--- config.mk ---
export PLATFORM = sky130hd
export DESIGN_NAME = first_fit_extent_allocator
export DESIGN_NICKNAME = d
export VERILOG_FILES = /design/src/hw/rtl/ffea_pkg.sv /design/src/hw/rtl/ffea_ram.sv /design/src/hw/rtl/ffea_engine.sv /design/src/hw/rtl/first_fit_extent_allocator.sv
export SDC_FILE = /design/constraint.sdc
export NUM_CORES = 2
export LEC_CHECK = 0
export ABC_AREA = 1
export BUFFER_PORTS_ARGS = -buffer_cell sky130_fd_sc_hd__buf_4
export CORE_MARGIN = 4
export CORE_UTILIZATION = 45
export CTS_CLUSTER_DIAMETER = 150
export DETAILED_ROUTE_END_ITERATION = 8
export SLEW_MARGIN = 20
export SYNTH_ARGS = -nofsm -noshare
export SYNTH_HDL_FRONTEND = slang
export SYNTH_SLANG_ARGS = --single-unit
--- constraint.sdc ---
create_clock -name clk_i -period 12.9 [get_ports clk_i]
set_input_delay 3.225 -clock clk_i [delete_from_list [all_inputs] [get_ports clk_i]]
set_output_delay 3.225 -clock clk_i [all_outputs]
set_load 0.02 [all_outputs]
--- src/hw/rtl/ffea_pkg.sv ---
// ----------------------------------------------------------------------------
// ffea_pkg: shared types for the first-fit extent allocator
// Request and response payloads, operation codes and response status codes.
// ----------------------------------------------------------------------------
`default_nettype none

package ffea_pkg;

  // Width of the address and count fields at the block ports.
  localparam int FIELD_BITS = 24;

  typedef enum logic {
    OP_ALLOC = 1'b0,
    OP_FREE  = 1'b1
  } op_e;

  typedef enum logic [1:0] {
    STATUS_OK       = 2'd0,
    STATUS_NO_SPACE = 2'd1,
    STATUS_MAP_FULL = 2'd2
  } status_e;

  typedef struct packed {
    op_e                   operation;
    logic [FIELD_BITS-1:0] unit_count;
    logic [FIELD_BITS-1:0] base_address;
  } req_t;

  typedef struct packed {
    logic [FIELD_BITS-1:0] granted_base;
    status_e               status;
  } rsp_t;

endpackage

`default_nettype wire

--- src/hw/rtl/ffea_ram.sv ---
// ----------------------------------------------------------------------------
// ffea_ram: generic simple dual-port RAM
// One write port and one read port with a registered read.
// ----------------------------------------------------------------------------
`default_nettype none

module ffea_ram #(
  parameter int Width = 48,
  parameter int Depth = 64
) (
  input  logic                     clk_i,
  input  logic                     we_i,
  input  logic [$clog2(Depth)-1:0] waddr_i,
  input  logic [Width-1:0]         wdata_i,
  input  logic                     re_i,
  input  logic [$clog2(Depth)-1:0] raddr_i,
  output logic [Width-1:0]         rdata_o
);

  logic [Width-1:0] mem_q [Depth];
  logic [Width-1:0] rdata_q;

  always_ff @(posedge clk_i) begin
    if (we_i) begin
      mem_q[waddr_i] <= wdata_i;
    end
    if (re_i) begin
      rdata_q <= mem_q[raddr_i];
    end
  end

  assign rdata_o = rdata_q;

endmodule

`default_nettype wire

--- src/hw/rtl/ffea_engine.sv ---
// ----------------------------------------------------------------------------
// ffea_engine: request sequencer of the first-fit extent allocator
// Scans the extent table in RAM, updates or merges entries and shifts the
// table up or down, then presents one response per request.
// ----------------------------------------------------------------------------
`default_nettype none

module ffea_engine #(
  parameter int MAP_ENTRIES = 64,
  parameter int ADDR_BITS   = 24
) (
  input  logic                           clk_i,
  input  logic                           rst_ni,
  input  logic                           req_valid_i,
  output logic                           req_ready_o,
  input  ffea_pkg::req_t                 req_i,
  output logic                           rsp_valid_o,
  input  logic                           rsp_ready_i,
  output ffea_pkg::rsp_t                 rsp_o,
  output logic                           mem_we_o,
  output logic [$clog2(MAP_ENTRIES)-1:0] mem_waddr_o,
  output logic [2*ADDR_BITS-1:0]         mem_wdata_o,
  output logic                           mem_re_o,
  output logic [$clog2(MAP_ENTRIES)-1:0] mem_raddr_o,
  input  logic [2*ADDR_BITS-1:0]         mem_rdata_i
);

  localparam int AW = ADDR_BITS;
  localparam int IW = $clog2(MAP_ENTRIES);
  localparam int CW = $clog2(MAP_ENTRIES + 1);
  localparam int FB = ffea_pkg::FIELD_BITS;

  typedef enum logic [3:0] {
    S_IDLE,
    S_SCAN,
    S_DECIDE,
    S_MERGE,
    S_MERGE2,
    S_ALLOC_UPD,
    S_SHIFT_DN,
    S_SHIFT_UP,
    S_INSERT,
    S_RESP
  } state_e;

  function automatic logic [AW-1:0] sat_add(input logic [AW-1:0] x, input logic [AW-1:0] y);
    logic [AW:0] s;
    s = {1'b0, x} + {1'b0, y};
    return s[AW] ? {AW{1'b1}} : s[AW-1:0];
  endfunction

  state_e           state_q;
  ffea_pkg::op_e    op_q;
  logic [AW-1:0]    size_q;
  logic [AW-1:0]    a_q;
  logic [AW:0]      a_end_q;
  logic [CW-1:0]    n_q;
  logic [CW-1:0]    ptr_q;
  logic [CW-1:0]    pos_q;
  logic             rd_pend_q;
  logic [IW-1:0]    rd_idx_q;
  logic             prev_v_q;
  logic [AW-1:0]    prev_base_q;
  logic [AW-1:0]    prev_len_q;
  logic [AW:0]      prev_end_q;
  logic             cur_v_q;
  logic [AW-1:0]    cur_base_q;
  logic [AW-1:0]    cur_len_q;
  logic             mprev_q;
  logic             mnext_q;
  logic [AW-1:0]    acc_q;
  ffea_pkg::rsp_t   rsp_q;

  logic [AW-1:0] rd_base;
  logic [AW-1:0] rd_len;
  logic          scan_hit;
  logic          scan_stop;
  logic [AW-1:0] sum_prev;
  logic [AW-1:0] sum_cur;
  logic [AW-1:0] sum_join;
  logic [AW-1:0] req_size;
  logic [AW-1:0] req_addr;

  assign rd_base  = mem_rdata_i[2*AW-1:AW];
  assign rd_len   = mem_rdata_i[AW-1:0];
  assign sum_prev = sat_add(prev_len_q, size_q);
  assign sum_cur  = sat_add(cur_len_q, size_q);
  assign sum_join = sat_add(acc_q, cur_len_q);
  assign req_size = AW'(req_i.unit_count);
  assign req_addr = AW'(req_i.base_address);

  // An allocate stops at the first extent that is long enough; a free stops
  // at the first extent that starts above the freed address.
  assign scan_hit  = (op_q == ffea_pkg::OP_ALLOC) ? (rd_len >= size_q) : (rd_base > a_q);
  assign scan_stop = (state_q == S_SCAN) && rd_pend_q && scan_hit;

  always_comb begin
    mem_re_o    = 1'b0;
    mem_raddr_o = ptr_q[IW-1:0];
    mem_we_o    = 1'b0;
    mem_waddr_o = pos_q[IW-1:0];
    mem_wdata_o = '0;
    unique case (state_q)
      S_SCAN: begin
        mem_re_o = (ptr_q < n_q) && !scan_stop;
      end
      S_ALLOC_UPD: begin
        mem_we_o    = (cur_len_q != size_q);
        mem_wdata_o = {cur_base_q + size_q, cur_len_q - size_q};
      end
      S_MERGE: begin
        if (mprev_q && !mnext_q) begin
          mem_we_o    = 1'b1;
          mem_waddr_o = IW'(pos_q - CW'(1));
          mem_wdata_o = {prev_base_q, sum_prev};
        end else if (!mprev_q && mnext_q) begin
          mem_we_o    = 1'b1;
          mem_wdata_o = {a_q, sum_cur};
        end
      end
      S_MERGE2: begin
        mem_we_o    = 1'b1;
        mem_waddr_o = IW'(pos_q - CW'(1));
        mem_wdata_o = {prev_base_q, sum_join};
      end
      S_SHIFT_DN: begin
        mem_re_o    = (ptr_q < n_q);
        mem_we_o    = rd_pend_q;
        mem_waddr_o = rd_idx_q - IW'(1);
        mem_wdata_o = mem_rdata_i;
      end
      S_SHIFT_UP: begin
        mem_re_o    = (ptr_q > pos_q);
        mem_raddr_o = IW'(ptr_q - CW'(1));
        mem_we_o    = rd_pend_q;
        mem_waddr_o = rd_idx_q + IW'(1);
        mem_wdata_o = mem_rdata_i;
      end
      S_INSERT: begin
        mem_we_o    = 1'b1;
        mem_wdata_o = {a_q, size_q};
      end
      default: begin
      end
    endcase
  end

  always_ff @(posedge clk_i or negedge rst_ni) begin
    if (!rst_ni) begin
      state_q     <= S_IDLE;
      op_q        <= ffea_pkg::OP_ALLOC;
      size_q      <= '0;
      a_q         <= '0;
      a_end_q     <= '0;
      n_q         <= '0;
      ptr_q       <= '0;
      pos_q       <= '0;
      rd_pend_q   <= 1'b0;
      rd_idx_q    <= '0;
      prev_v_q    <= 1'b0;
      prev_base_q <= '0;
      prev_len_q  <= '0;
      prev_end_q  <= '0;
      cur_v_q     <= 1'b0;
      cur_base_q  <= '0;
      cur_len_q   <= '0;
      mprev_q     <= 1'b0;
      mnext_q     <= 1'b0;
      acc_q       <= '0;
      rsp_q       <= '0;
    end else begin
      rd_pend_q <= mem_re_o;
      rd_idx_q  <= mem_raddr_o;
      unique case (state_q)
        S_IDLE: begin
          if (req_valid_i) begin
            op_q     <= req_i.operation;
            size_q   <= req_size;
            a_q      <= req_addr;
            a_end_q  <= {1'b0, req_addr} + {1'b0, req_size};
            ptr_q    <= '0;
            prev_v_q <= 1'b0;
            cur_v_q  <= 1'b0;
            state_q  <= S_SCAN;
          end
        end
        S_SCAN: begin
          if (mem_re_o) begin
            ptr_q <= ptr_q + CW'(1);
          end
          if (rd_pend_q) begin
            if (scan_hit) begin
              cur_v_q    <= 1'b1;
              cur_base_q <= rd_base;
              cur_len_q  <= rd_len;
              pos_q      <= CW'(rd_idx_q);
              state_q    <= (op_q == ffea_pkg::OP_ALLOC) ? S_ALLOC_UPD : S_DECIDE;
            end else if (op_q == ffea_pkg::OP_FREE) begin
              prev_v_q    <= 1'b1;
              prev_base_q <= rd_base;
              prev_len_q  <= rd_len;
              prev_end_q  <= {1'b0, rd_base} + {1'b0, rd_len};
            end
          end else if (ptr_q == n_q) begin
            // Whole table seen without a stop.
            if (op_q == ffea_pkg::OP_ALLOC) begin
              rsp_q.granted_base <= '0;
              rsp_q.status       <= ffea_pkg::STATUS_NO_SPACE;
              state_q            <= S_RESP;
            end else begin
              pos_q   <= n_q;
              state_q <= S_DECIDE;
            end
          end
        end
        S_DECIDE: begin
          mprev_q <= prev_v_q && (prev_end_q == {1'b0, a_q});
          mnext_q <= cur_v_q && (a_end_q == {1'b0, cur_base_q});
          state_q <= S_MERGE;
        end
        S_MERGE: begin
          rsp_q.granted_base <= '0;
          rsp_q.status       <= ffea_pkg::STATUS_OK;
          priority if (mprev_q && mnext_q) begin
            acc_q   <= sum_prev;
            state_q <= S_MERGE2;
          end else if (mprev_q || mnext_q) begin
            state_q <= S_RESP;
          end else if (size_q == '0) begin
            state_q <= S_RESP;
          end else if (n_q == CW'(MAP_ENTRIES)) begin
            rsp_q.status <= ffea_pkg::STATUS_MAP_FULL;
            state_q      <= S_RESP;
          end else begin
            ptr_q   <= n_q;
            state_q <= S_SHIFT_UP;
          end
        end
        S_MERGE2: begin
          ptr_q   <= pos_q + CW'(1);
          state_q <= S_SHIFT_DN;
        end
        S_ALLOC_UPD: begin
          rsp_q.granted_base <= FB'(cur_base_q);
          rsp_q.status       <= ffea_pkg::STATUS_OK;
          if (cur_len_q == size_q) begin
            ptr_q   <= pos_q + CW'(1);
            state_q <= S_SHIFT_DN;
          end else begin
            state_q <= S_RESP;
          end
        end
        S_SHIFT_DN: begin
          if (mem_re_o) begin
            ptr_q <= ptr_q + CW'(1);
          end else if (!rd_pend_q) begin
            n_q     <= n_q - CW'(1);
            state_q <= S_RESP;
          end
        end
        S_SHIFT_UP: begin
          if (mem_re_o) begin
            ptr_q <= ptr_q - CW'(1);
          end else if (!rd_pend_q) begin
            state_q <= S_INSERT;
          end
        end
        S_INSERT: begin
          n_q     <= n_q + CW'(1);
          state_q <= S_RESP;
        end
        S_RESP: begin
          if (rsp_ready_i) begin
            state_q <= S_IDLE;
          end
        end
        default: begin
          state_q <= S_IDLE;
        end
      endcase
    end
  end

  assign req_ready_o = (state_q == S_IDLE);
  assign rsp_valid_o = (state_q == S_RESP);
  assign rsp_o       = rsp_q;

  // The sequencing never reads and writes the same entry in one cycle.
  assert property (@(posedge clk_i) disable iff (!rst_ni)
    (mem_we_o && mem_re_o) |-> (mem_waddr_o != mem_raddr_o))
    else $error("ffea_engine: read and write of the same entry in one cycle");

  // Writes stay inside the used part of the table, or at its first free slot.
  assert property (@(posedge clk_i) disable iff (!rst_ni)
    mem_we_o |-> (CW'(mem_waddr_o) <= n_q))
    else $error("ffea_engine: write beyond the used part of the table");

  // The entry count moves by at most one per request step.
  assert property (@(posedge clk_i) disable iff (!rst_ni)
    (n_q == $past(n_q)) || (n_q == $past(n_q) + CW'(1)) || (n_q == $past(n_q) - CW'(1)))
    else $error("ffea_engine: entry count jumped");

  // A dropped free is only reported while the table is full.
  assert property (@(posedge clk_i) disable iff (!rst_ni)
    (rsp_valid_o && (rsp_o.status == ffea_pkg::STATUS_MAP_FULL)) |-> (n_q == CW'(MAP_ENTRIES)))
    else $error("ffea_engine: map_full reported with free slots left");

  // The count never exceeds the table size.
  assert property (@(posedge clk_i) disable iff (!rst_ni)
    (state_q == S_INSERT) |-> (n_q < CW'(MAP_ENTRIES)))
    else $error("ffea_engine: insert into a full table");

endmodule

`default_nettype wire

--- src/hw/rtl/first_fit_extent_allocator.sv ---
// ----------------------------------------------------------------------------
// first_fit_extent_allocator: first-fit free-extent map
// Keeps an address-sorted table of free extents and serves allocate and free
// requests against it, one response per request.
// ----------------------------------------------------------------------------
// The block holds up to MAP_ENTRIES free extents (base and length, ADDR_BITS
// wide each) in one RAM, sorted by base, together with a count of the entries
// in use. An allocate request takes the lowest extent that is long enough,
// returns its base and shrinks it; an extent that runs empty is removed and
// the later entries move down. A free request merges with its neighbors where
// the addresses meet exactly, and otherwise is inserted in address order with
// the later entries moving up; a free that needs a new entry while the table
// is full is dropped with status map_full, and an allocate that finds nothing
// answers base 0 with status no_space. Merged lengths saturate at all ones and
// an advanced base wraps within ADDR_BITS. Requests are served one at a time.
// The scan reads one entry per cycle through the single read port of the
// table RAM, and every entry that moves on a remove or an insert is read once
// and written once. After reset the table is empty at once; the RAM needs no
// clearing pass because entries past the count are never read. A finished
// response waits in an output register, and the next request is accepted
// while it waits there.
`default_nettype none

module first_fit_extent_allocator #(
  parameter int MAP_ENTRIES = 64,
  parameter int ADDR_BITS   = 24
) (
  input  logic           clk_i,
  input  logic           rst_ni,
  input  logic           req_valid_i,
  output logic           req_ready_o,
  input  ffea_pkg::req_t req_i,
  output logic           rsp_valid_o,
  input  logic           rsp_ready_i,
  output ffea_pkg::rsp_t rsp_o
);

  localparam int IW = $clog2(MAP_ENTRIES);

  // Table RAM port. Each word holds {base, length}.
  logic                   mem_we;
  logic [IW-1:0]          mem_waddr;
  logic [2*ADDR_BITS-1:0] mem_wdata;
  logic                   mem_re;
  logic [IW-1:0]          mem_raddr;
  logic [2*ADDR_BITS-1:0] mem_rdata;

  // Response handoff from the sequencer to the output register.
  logic           eng_rsp_valid;
  logic           eng_rsp_ready;
  ffea_pkg::rsp_t eng_rsp;

  logic           rsp_valid_q;
  ffea_pkg::rsp_t rsp_q;

  ffea_engine #(
    .MAP_ENTRIES (MAP_ENTRIES),
    .ADDR_BITS   (ADDR_BITS)
  ) u_engine (
    .clk_i       (clk_i),
    .rst_ni      (rst_ni),
    .req_valid_i (req_valid_i),
    .req_ready_o (req_ready_o),
    .req_i       (req_i),
    .rsp_valid_o (eng_rsp_valid),
    .rsp_ready_i (eng_rsp_ready),
    .rsp_o       (eng_rsp),
    .mem_we_o    (mem_we),
    .mem_waddr_o (mem_waddr),
    .mem_wdata_o (mem_wdata),
    .mem_re_o    (mem_re),
    .mem_raddr_o (mem_raddr),
    .mem_rdata_i (mem_rdata)
  );

  ffea_ram #(
    .Width (2 * ADDR_BITS),
    .Depth (MAP_ENTRIES)
  ) u_table (
    .clk_i   (clk_i),
    .we_i    (mem_we),
    .waddr_i (mem_waddr),
    .wdata_i (mem_wdata),
    .re_i    (mem_re),
    .raddr_i (mem_raddr),
    .rdata_o (mem_rdata)
  );

  // The output register takes a new response when it is empty or when its
  // current response leaves in the same cycle.
  assign eng_rsp_ready = !rsp_valid_q || rsp_ready_i;

  always_ff @(posedge clk_i or negedge rst_ni) begin
    if (!rst_ni) begin
      rsp_valid_q <= 1'b0;
      rsp_q       <= '0;
    end else if (eng_rsp_valid && eng_rsp_ready) begin
      rsp_valid_q <= 1'b1;
      rsp_q       <= eng_rsp;
    end else if (rsp_ready_i) begin
      rsp_valid_q <= 1'b0;
    end
  end

  assign rsp_valid_o = rsp_valid_q;
  assign rsp_o       = rsp_q;

endmodule

`default_nettype wire

==> results.cfg <==
[outcome]
status = finished clean

[yosys]
synth_top_family_by_area = simple AND/OR/NAND/NOR gates
synth_xor_xnor_area_share_pct = 0.550
avgSynthCellArea_sq_um = 10.9
syn_inst = 13800
ys_seq_elements = 3428
synthMuxAreaShare_pct = 0
synth_ff_type = edfxtp_1
synth_most_common_cell = nand2_1
synth-compound-area-share_pct = 4.95
synth_common_cells = 4,187 x nand2_1, 3,120 x edfxtp_1, 2,538 x nand3_1, 580 x o21ai_0, 522 x nor2_1
synth_area_sq_um = 150000
ys_seq_area_share_pct = 67.8
synth_area_leaders = edfxtp_1 63%, nand2_1 11%, nand3_1 8.5%, dfrtp_1 5.2%, ha_1 2.0%
synth_nets = 14100
synthAdderAreaFrac_pct = 2.17
yosys_warnings = 0
synth-edff-count = 3120
synth_top_area_cell = edfxtp_1
async_flop_share_pct = 8.98
yosys.cell_types.count = 60
synth-simple-area-share_pct = 21.1
synth_top_area_share_pct = 62.6

[placement]
io_buffer_count = 80
place_congestion = 0.972
hpwl_um = 278000

[flow_run]
maxCapViolations = 0

[clock_tree]
ctsHtreeMaxLevel = 5
cts_hold_buf = 0
clkLatencyLatePin_ns = 0.97
clockBufferDepth = 4
cts_resized = 0
postCtsSetupRepairBufs = 0
cts_tree = yes
cts_root_buf = clkbuf_16
cts_sinks = 3428
cts_buffers = 363
clkTransAtPathRegs_ns = 0.06

[setup_path]
worstPathMaxFanout = 25
endpoint_kind = register
critPathRequiredTime_ns = 13.46
cp.arrival_ns = 6.43
path_class = reg -> reg
worst_setup_path_start_kind = register

[sta]
tightestPinTransition_ns = 1.20
period_minus_slack_ns = 5.87
skew_ns = 0.0826
tns_ns = 0
setup_viol_count_final = 0
fin_crit_sh_pct = 45.5
report.final.slew_viol_count = 0
hold_viol = 0
maxSlewHeadroom_pct = 19.7
rsz0062_at_grt = false
max_freq_ghz = 0.170

[floorplan]
boundaryPins = 81
fp.dieH_um = 585
die_w_um = 585
die-area_sq_um = 342000
start_util_pct = 45.2
core_sq_um = 331000
fp-row-count = 211

[pwr]
p_per_area_nw_per_um2 = 223
vdd.ir_drop.worst_mv = 0.172
leakagePower_nw = 62.7

[global_routing]
first_global_vias = 99600
grt_max_degree = 191
grt_pass1_wl_um = 704000
antenna_found_initial = 25
grt_overflow_total = 0
track_usage_pct = 27.9

[drt]
via_per_inst = 5.83
wl_um = 488000
wl_per_cell_um = 26.6
drtPass1Iterations = 6
dr_total_vias = 107000
drc = 0
drtAntennaViolNets = 0
drt_iter0_markers = 14200

[min_path]
min_path_type = reg -> reg

[layout]
area_growth_pct = 11.5
fillCellCount = 29100
postLayoutCoreUtil_pct = 50.4
fin_nets = 14000
drive_above_1_share_pct = 7.23
## critical path: stages (launching register included)
cell and delay [ns]:
dfrtp_1 0.51, nand2_4 0.14, inv_2 0.08, nand2_2 0.22, ha_1 0.42, nand2_1 0.10
nand3_1 0.10, nand2_1 0.09, nand2_1 0.06, a21oi_1 0.17, a21oi_1 0.08, o21ai_0 0.12
nand3_1 0.44, nand2_1 0.29, nand3_1 0.76, nor2_4 1.19, buf_4 0.67
## per-layer routing
metal  global-route usage [%]  routed length [um]  up-vias
met5                        0                  84        -
met4                     10.3               19200       14
met3                     4.72               45400      903
met2                     43.9              225000     5301
met1                     39.0              199000    52400
li1                         -                   -    48200
## logic make-up (layout without fill, tap and decap cells)
kind of cell,after synthesis,after routing
AO/OA/AOI/OAI,1329,1329
AND/OR/NAND/NOR,7427,7427
XOR/XNOR,94,94
flip-flops,3428,3428
buffers and inverters,1223,1429
other,0,8
adder cells (fa/ha/maj),254,254
## report_power, final
part,switching [mW],internal (mW)
Clock,4.39,6.08
Combinational,9.06,3.09
Sequential,0.848,13.8
Total,14.3,22.9
## through the flow
| stage | power (mW) | instances | hold slack [ns] | instance area, sq um | setup WS [ns] |
|---|---|---|---|---|---|
| after floorplan | 21.8 | 13800 | 0.450 | 150000 | 6.31 |
| after global placement | 26.7 | 17700 | 0.466 | 155000 | 7.02 |
| after detailed placement | 26.7 | 17700 | 0.472 | 155000 | 7.11 |
| after CTS | 37.1 | 18300 | 0.488 | 167000 | 7.14 |
| after global routing | 38.9 | 18300 | 0.506 | 167000 | 6.83 |
| final | 37.2 | 18300 | 0.484 | 167000 | 7.03 |
## sequential cells by signal, indices dropped and copies added (netlist names), 25 cells and up
signal	flops
u_table.mem_q	3072
u_table.rdata_o	48
rsp_o	26
u_engine.rsp_o	26
u_engine.a_end_q	25
u_engine.prev_end_q	25
## placed cells by master (no fill, tap or decap), drive strengths merged, types with 23 or more instances in the layout
master  Yosys  final
bufinv      0     39
o211ai    113    113
nand3    2538   2538
nand4      78     78
nor3       31     31
inv       448    458
ha        245    245
o21bai     23     23
or2        31     31
a31oi      23     23
dfrtp     308    308
nand2    4194   4194
a21oi     364    364
buf       310    323
o21ai     664    664
clkbuf    463    454
edfxtp   3120   3120
clkinv      2    143
xnor2      35     35
o22ai      42     42
nor2      527    527
xor2       59     59
## final timing paths
check / from / cells after the start / endpoint / slack, ns
min in group asynchronous: rst_ni / 1 / u_engine.prev_len_q[20]$_DFFE_PN0P_ / 2.34
max in group asynchronous: rst_ni / 2 / u_engine.prev_end_q[5]$_DFFE_PN0P_ / 9.11
min reg2reg: rsp_o[25]$_DFFE_PN0P_ / 2 / rsp_o[25]$_DFFE_PN0P_ / 0.48
max reg2reg: u_engine.state_q[1]$_DFFE_PN0P_ / 16 / u_table.mem_q[11][14]$_DFFE_PP_ / 7.03
max: u_engine.state_q[1]$_DFFE_PN0P_ / 16 / u_table.mem_q[11][14]$_DFFE_PP_ / 7.03
min: rsp_o[25]$_DFFE_PN0P_ / 2 / rsp_o[25]$_DFFE_PN0P_ / 0.48
## cell type report
| type | instances | area (sq um) | share of cell area [%] |
|---|---|---|---|
| inverters | 450 | 1720 | 1.03 |
| clock inverters | 202 | 2130 | 1.28 |
| multi-input cells | 9104 | 43800 | 26.2 |
| diodes | 8 | 20.0 | 0.0120 |
| well taps | 4366 | 5460 | 3.27 |
| flip-flops and latches | 3428 | 101000 | 60.8 |
| repair buffers | 323 | 2670 | 1.60 |
| clock buffers | 454 | 9640 | 5.78 |
(Power assumes the default switching activity.)
